`src/rtl/ipcsum_pkg.sv`:
```
// Shared types, constants and the one's-complement adder for the checksum unit.
package ipcsum_pkg;

  // Region kinds
  localparam logic [1:0] KIND_IP  = 2'd0;
  localparam logic [1:0] KIND_UDP = 2'd1;
  localparam logic [1:0] KIND_TCP = 2'd2;

  // Protocol numbers added as part of the pseudo-header
  localparam logic [15:0] PROTO_UDP = 16'd17;
  localparam logic [15:0] PROTO_TCP = 16'd6;

  // Address bytes carried in the stream, subtracted from the length term
  localparam logic [15:0] HDR_ADDR_BYTES = 16'd8;

  // Byte counter saturation point
  localparam logic [15:0] MAX_BYTES = 16'hffff;

  // One input request, as held in the input register
  typedef struct packed {
    logic [7:0] data_byte;
    logic [1:0] kind;
    logic       last_byte;
  } item_t;

  // One result request
  typedef struct packed {
    logic [15:0] checksum_value;
    logic        short_packet;
  } res_t;

  // Four-operand one's-complement sum with end-around carry.
  // The result is zero only when every operand is zero, matching a chain of
  // two-operand end-around adds.
  function automatic logic [15:0] ocsum4(input logic [15:0] a, input logic [15:0] b,
                                         input logic [15:0] c, input logic [15:0] d);
    logic [17:0] s;
    logic [16:0] f1;
    logic [16:0] f2;
    s  = {2'b00, a} + {2'b00, b} + {2'b00, c} + {2'b00, d};
    f1 = {1'b0, s[15:0]} + {15'd0, s[17:16]};
    f2 = {1'b0, f1[15:0]} + {16'd0, f1[16]};
    return f2[15:0];
  endfunction

endpackage

```
`src/rtl/ipcsum_acc.sv`:
```
// Running sum, byte pairing and byte count; forms the checksum on the last byte.
module ipcsum_acc (
  input  logic                clk,
  input  logic                rst_n,
  input  logic                step,
  input  ipcsum_pkg::item_t   item,
  output ipcsum_pkg::res_t    res
);
  import ipcsum_pkg::*;

  logic [15:0] running_sum_r, running_sum_nxt;
  logic [7:0]  high_byte_hold_r, high_byte_hold_nxt;
  logic        odd_phase_r, odd_phase_nxt;
  logic [15:0] byte_count_r, byte_count_nxt;

  logic [15:0] count;
  logic [15:0] word;
  logic [15:0] proto;
  logic [15:0] len_term;
  logic        is_l4;
  logic        shrt;
  logic [15:0] final_sum;

  // Saturating count including the current byte
  assign count = (byte_count_r < MAX_BYTES) ? byte_count_r + 16'd1 : byte_count_r;

  // Word completed by this byte; a lone trailing byte is padded low
  assign word = odd_phase_r ? {high_byte_hold_r, item.data_byte} : {item.data_byte, 8'h00};

  // Partial pseudo-header
  assign is_l4    = (item.kind == KIND_UDP) || (item.kind == KIND_TCP);
  assign shrt     = is_l4 && (count < HDR_ADDR_BYTES);
  assign proto    = !is_l4 ? 16'd0 : ((item.kind == KIND_UDP) ? PROTO_UDP : PROTO_TCP);
  assign len_term = is_l4 ? count - HDR_ADDR_BYTES : 16'd0;

  assign final_sum          = ocsum4(running_sum_r, word, proto, len_term);
  assign res.short_packet   = shrt;
  assign res.checksum_value = shrt ? 16'd0 : ~final_sum;

  // Next state
  always_comb begin
    running_sum_nxt    = running_sum_r;
    high_byte_hold_nxt = high_byte_hold_r;
    odd_phase_nxt      = odd_phase_r;
    byte_count_nxt     = byte_count_r;
    if (step) begin
      if (item.last_byte) begin
        running_sum_nxt    = 16'd0;
        high_byte_hold_nxt = 8'd0;
        odd_phase_nxt      = 1'b0;
        byte_count_nxt     = 16'd0;
      end else begin
        byte_count_nxt = count;
        if (!odd_phase_r) begin
          high_byte_hold_nxt = item.data_byte;
          odd_phase_nxt      = 1'b1;
        end else begin
          running_sum_nxt    = ocsum4(running_sum_r, word, 16'd0, 16'd0);
          high_byte_hold_nxt = 8'd0;
          odd_phase_nxt      = 1'b0;
        end
      end
    end
  end

  always_ff @(posedge clk) begin
    if (!rst_n) begin
      running_sum_r    <= 16'd0;
      high_byte_hold_r <= 8'd0;
      odd_phase_r      <= 1'b0;
      byte_count_r     <= 16'd0;
    end else begin
      running_sum_r    <= running_sum_nxt;
      high_byte_hold_r <= high_byte_hold_nxt;
      odd_phase_r      <= odd_phase_nxt;
      byte_count_r     <= byte_count_nxt;
    end
  end

endmodule

```
`src/rtl/internet_checksum_pseudo_header_unit.sv`:
```
// Top level: input register, accumulator and result register of the checksum unit.
//
//  channel  direction  handshake            payload
//  in_      request    in_valid / in_ready  in_data_byte, in_kind, in_last_byte
//  out_     result     out_valid/out_ready  out_checksum_value, out_short_packet
//
// One byte per cycle sustained unless a last byte waits on a held result. A byte is
// registered on accept and folded into the sum as it leaves the input register; for a
// last byte the checksum is loaded into the result register at that same edge.
// rst_n is synchronous and clears the sum, count, pairing phase and both valids.
// A held result only stalls the input when the byte waiting in the input
// register is a last byte; ordinary bytes keep flowing under output stall.
module internet_checksum_pseudo_header_unit (
  input  logic        clk,
  input  logic        rst_n,
  input  logic        in_valid,
  output logic        in_ready,
  input  logic [7:0]  in_data_byte,
  input  logic [1:0]  in_kind,
  input  logic        in_last_byte,
  output logic        out_valid,
  input  logic        out_ready,
  output logic [15:0] out_checksum_value,
  output logic        out_short_packet
);
  import ipcsum_pkg::*;

  logic  s_valid_r;
  item_t s_item_r;
  logic  s_fire;
  logic  out_free;
  res_t  acc_res;
  logic  out_valid_r;
  res_t  out_res_r;

  // Stage advances unless a last byte waits on a full result register that is not being read
  assign out_free = !out_valid_r || out_ready;
  assign s_fire   = s_valid_r && (!s_item_r.last_byte || out_free);
  assign in_ready = !s_valid_r || s_fire;

  // Input register
  always_ff @(posedge clk) begin
    if (!rst_n) begin
      s_valid_r <= 1'b0;
    end else if (in_ready) begin
      s_valid_r <= in_valid;
    end
  end

  always_ff @(posedge clk) begin
    if (in_ready && in_valid) begin
      s_item_r.data_byte <= in_data_byte;
      s_item_r.kind      <= in_kind;
      s_item_r.last_byte <= in_last_byte;
    end
  end

  ipcsum_acc u_acc (
    .clk   (clk),
    .rst_n (rst_n),
    .step  (s_fire),
    .item  (s_item_r),
    .res   (acc_res)
  );

  // Result register
  always_ff @(posedge clk) begin
    if (!rst_n) begin
      out_valid_r <= 1'b0;
    end else if (s_fire && s_item_r.last_byte) begin
      out_valid_r <= 1'b1;
    end else if (out_ready) begin
      out_valid_r <= 1'b0;
    end
  end

  always_ff @(posedge clk) begin
    if (s_fire && s_item_r.last_byte) begin
      out_res_r <= acc_res;
    end
  end

  assign out_valid          = out_valid_r;
  assign out_checksum_value = out_res_r.checksum_value;
  assign out_short_packet   = out_res_r.short_packet;

  // Checks
  a_short_zero: assert property (@(posedge clk) disable iff (!rst_n)
    out_valid_r && out_res_r.short_packet |-> out_res_r.checksum_value == 16'd0)
    else $error("short packet with nonzero checksum");

  a_stall_cause: assert property (@(posedge clk) disable iff (!rst_n)
    !in_ready |-> s_valid_r && s_item_r.last_byte && out_valid_r && !out_ready)
    else $error("input stalled without a blocked last byte");

  a_last_result: assert property (@(posedge clk) disable iff (!rst_n)
    s_fire && s_item_r.last_byte |=> out_valid_r)
    else $error("last byte did not produce a result");

endmodule

```
`config.mk`:
```
export PLATFORM = sky130hd
export DESIGN_NAME = internet_checksum_pseudo_header_unit
export DESIGN_NICKNAME = d
export VERILOG_FILES = /design/src/rtl/ipcsum_pkg.sv /design/src/rtl/ipcsum_acc.sv /design/src/rtl/internet_checksum_pseudo_header_unit.sv
export SDC_FILE = /design/constraint.sdc
export NUM_CORES = 1
export LEC_CHECK = 0
export BUFFER_PORTS_ARGS = -buffer_cell sky130_fd_sc_hd__buf_2
export CAP_MARGIN = 20
export CORE_ASPECT_RATIO = 2
export CORE_MARGIN = 4
export CORE_UTILIZATION = 55
export CTS_CLUSTER_DIAMETER = 30
export CTS_CLUSTER_SIZE = 12
export DETAILED_ROUTE_END_ITERATION = 8
export PLACE_DENSITY_LB_ADDON = 0.08
export SKIP_CTS_REPAIR_TIMING = 1
export SLEW_MARGIN = 25
export SYNTH_ARGS = -nofsm -noshare
export SYNTH_HDL_FRONTEND = slang
export SYNTH_SLANG_ARGS = --single-unit
```
`constraint.sdc`:
```
create_clock -name clk -period 19.8 [get_ports clk]
set_clock_uncertainty 0.05 [all_clocks]
set_input_delay 3.96 -clock clk [delete_from_list [all_inputs] [get_ports clk]]
set_output_delay 3.96 -clock clk [all_outputs]
set_load 0.05 [all_outputs]
```
==> results_tabular.tex <==
\begin{tabular}{lr}
\hline
Metric & Value \\
\hline
\multicolumn{2}{l}{\textbf{Run status}} \\
Result of the run & finished, final reports clean \\
\multicolumn{2}{l}{\textbf{Layout}} \\
Signed area change from the synthesized netlist to the final layout & 8.19\% \\
Layout cell share with drive strength beyond 1 & 11.8\% \\
Count of fill cells added during filler insertion & 1110 \\
Final net count & 888 \\
Final core utilization & 60.4\% \\
Number of diodes added for antenna fixing & 0 \\
Final Instance Area & 7320 sq um \\
\multicolumn{2}{l}{\textbf{Yosys}} \\
Number of enable-type register cells in the synthesized netlist & 28 \\
Post-synthesis cell count & 794 \\
Net count after synthesis & 872 \\
Flop and latch count out of synthesis & 71 \\
Warning count from the yosys run & 0 \\
Netlist area before placement & 6770 sq um \\
Register area share after synthesis & 25.1\% \\
Netlist cell types & 87 \\
Dominant register cell in the synthesized netlist & dfxtp\_1 \\
Per-instance average area after synthesis & 8.53 sq um \\
Share of async-settable or async-resettable flops after synthesis & 0\% \\
\multicolumn{2}{l}{\textbf{Die}} \\
Horizontal extent of the die & 86.4 um \\
Die Y & 165 um \\
Floorplan Core Area & 12100 sq um \\
Number of I/O pins & 34 \\
Count of standard-cell rows & 57 \\
Starting Density & 55.8\% \\
Die area & 14300 sq um \\
\multicolumn{2}{l}{\textbf{Detailed routing}} \\
Total via count in the routed design & 5958 \\
First-pass iteration count of the detailed router & 5 \\
Total wire length after detailed routing & 17000 um \\
Vias per inst & 6.19 \\
Number of routed nets with antenna violations & 0 \\
Number of DRC markers in iteration 0 & 302 \\
Drc violations & 0 \\
Average wire length per cell after detail routing & 17.7 um \\
\multicolumn{2}{l}{\textbf{Pwr}} \\
Cell area power density & 64.5 nW/um\^{}2 \\
Internal power & 0.000311 W \\
Largest voltage drop on the vdd net & 0.0587 mV \\
Sequential Power Share & 34.1\% \\
Reported leakage power & 2.97 nW \\
Switch share & 34.2\% \\
Clock share of power & 37.0\% \\
P\_sw & 0.000162 W \\
Comb power frac & 28.9\% \\
\multicolumn{2}{l}{\textbf{Clocking}} \\
CTS tree & done \\
Root cell of the clock tree & clkbuf\_16 \\
Clock sinks & 71 \\
CTS clk-pin slew, worst paths & 70 ps \\
Clock insertion delay at the later pin of the skew report & 350 ps \\
Buffers from clock root to sink, at most & 2 \\
Number of levels in the clock H-tree & 3 \\
Number of buffers created by CTS & 9 \\
\multicolumn{2}{l}{\textbf{Placement}} \\
Detail Placement HPWL & 13600 um \\
Area after detailed placement & 7010 sq um \\
Routability congestion estimate & 0.947 \\
I/O Buffers & 33 \\
\multicolumn{2}{l}{\textbf{Setup path}} \\
WS Path Type & register to register \\
Cell with the biggest individual delay on the critical path & dfxtp\_1 \\
Buf+Inv Stages, Crit Path & 3 \\
Cell family with most CP delay & simple AND/OR/NAND/NOR gates \\
Crit end category & register \\
Top cell by count, worst path & ha\_1 \\
Top fanout value on the critical path & 22 \\
Category of the worst setup path launch point & register \\
Slowest cell delay on critical path & 720 ps \\
Data arrival, critical path & 8880 ps \\
WP data required & 19790 ps \\
\multicolumn{2}{l}{\textbf{GRT}} \\
GR Util All Layers & 24.3\% \\
Largest net degree at the start of global routing & 40 \\
Leftover overflow at the end of global routing & 0 \\
Antenna violations before repair & 0 \\
Via count of the first global-routing pass & 5881 \\
Global-route wire length before repair & 27500 um \\
\multicolumn{2}{l}{\textbf{Worst hold path}} \\
Class of the tightest hold or removal check & register to register \\
\multicolumn{2}{l}{\textbf{Timing}} \\
Worst hold slack & 425 ps \\
Min cycle time layout & 8890 ps \\
Worst Tran Pin Value & 942 ps \\
Sum of negative setup slack & 0 ps \\
Final-report setup violation count & 0 \\
Final cycle utilization of the critical path & 44.9\% \\
Slew Viols, Final & 0 \\
Setup repair after global routing missed its margin & no \\
Maximum operating frequency & 113 MHz \\
Final count of hold timing violations & 0 \\
Tightest slew margin relative to the limit & 36.7\% \\
\multicolumn{2}{l}{\textbf{Job}} \\
Max Cap Viol & 0 \\
\hline
\end{tabular}
==> cell usage after synthesis, drive strengths merged, types with 11 or more instances <==
library cell	count	share of area, %
a21o	13	1.6
a21oi	34	2.6
a22oi	19	2.1
and2	27	2.5
and3	14	1.3
buf	11	0.83
clkbuf	19	1.1
dfxtp	43	13
edfxtp	28	12
ha	56	10
inv	36	2.0
nand2	51	2.8
nand3	29	2.1
nor2	60	3.3
nor2b	38	3.7
nor3	27	2.1
o21ai	46	3.5
xnor2	42	5.7
xor2	30	3.9
==> flip-flops by register name, indices dropped and copies added, names as in the netlist, 8 cells and up <==
register / cells
s_item_r: 11
u_acc.byte_count_r: 16
u_acc.running_sum_r: 16
out_checksum_value: 16
u_acc.high_byte_hold_r: 8
==> cell families (layout without fill, tap and decap cells) <==
group | Yosys count | count (layout) | synth area share [%]
buffers and inverters | 66 | 87 | 3.88
and+or+nand+nor | 314 | 314 | 26.0
AOI/OAI and AO/OA | 191 | 191 | 20.1
xor gates and xnor gates | 73 | 73 | 9.87
DFF | 71 | 71 | 25.1
adders and majority gates | 63 | 63 | 12.4
muxes | 16 | 16 | 2.55
==> path summary, 6_finish.rpt <==
check	from	endpoint	slack (ps)	cells after the start
max	u_acc.odd_phase_r$_SDFFE_PN0P_	out_checksum_value[14]$_SDFFCE_PP0P_	10910	35
min	u_acc.running_sum_r[12]$_SDFFE_PN0P_	u_acc.running_sum_r[12]$_SDFFE_PN0P_	420	2
min reg2reg	u_acc.running_sum_r[12]$_SDFFE_PN0P_	u_acc.running_sum_r[12]$_SDFFE_PN0P_	420	2
max reg2reg	u_acc.odd_phase_r$_SDFFE_PN0P_	out_checksum_value[14]$_SDFFCE_PP0P_	10910	35
==> stage by stage <==
step,power [W],instances,setup slack (ps)
detailed placement,0.000299,946,10960
floorplan,0.000271,794,11200
finish,0.000473,962,10910
global placement,0.000295,946,11170
CTS,0.000472,962,10920
global route,0.000494,962,10230
==> tightest hold or removal path, delay by kind of cell (launching register included) <==
family | cells | cell delay, ps
compound gates | 1 | 60
flops | 1 | 340
simple gates | 1 | 50
==> cells in the final DEF, fill, tap and decap left out, types with 6 or more instances in the layout <==
cell type,count
dfxtp_1,43
a22oi_1,19
o211ai_1,7
ha_1,56
nand2b_1,9
nand3_1,29
a21oi_1,33
a31oi_1,8
nor2b_1,36
buf_2,33
nand4_1,7
and2_1,26
and3_1,14
inv_1,36
o21ai_0,40
xnor2_1,40
a21o_1,12
xor2_1,30
clkbuf_16,9
or3_1,9
mux2_2,10
fa_1,7
edfxtp_1,28
nand2_1,51
or2_2,8
mux2i_1,6
nor2_1,60
nor3_1,26
==> power groups by stage <==
stage	Sequential, W	Combinational [W]	Clock (W)
after detailed placement	0.000164	0.000135	0
after CTS	0.000161	0.000136	0.000175
after floorplan	0.000170	0.000101	0
after global routing	0.000162	0.000151	0.000182
after global placement	0.000164	0.000131	0
final	0.000161	0.000137	0.000175
==> metal layers <==
layer	vias to the layer above	GRT usage [%]	wire, um
li1	2938	-	-
met4	0	12.4	788
met2	166	45.5	9000
met3	48	3.39	539
met1	2806	25.6	6710
met5	-	0	0
==> area by class of cell <==
| cell class | count | area [sq um] | area share, % |
|---|---|---|---|
| clock inverters | 7 | 86.3 | 1.18 |
| flip-flops and latches | 71 | 1700 | 23.2 |
| multi-input cells | 657 | 4810 | 65.7 |
| inverters | 36 | 135 | 1.85 |
| well taps | 147 | 184 | 2.51 |
| repair buffers | 35 | 180 | 2.46 |
| clock buffers | 9 | 225 | 3.08 |
Power figures use the tool's default switching activity.
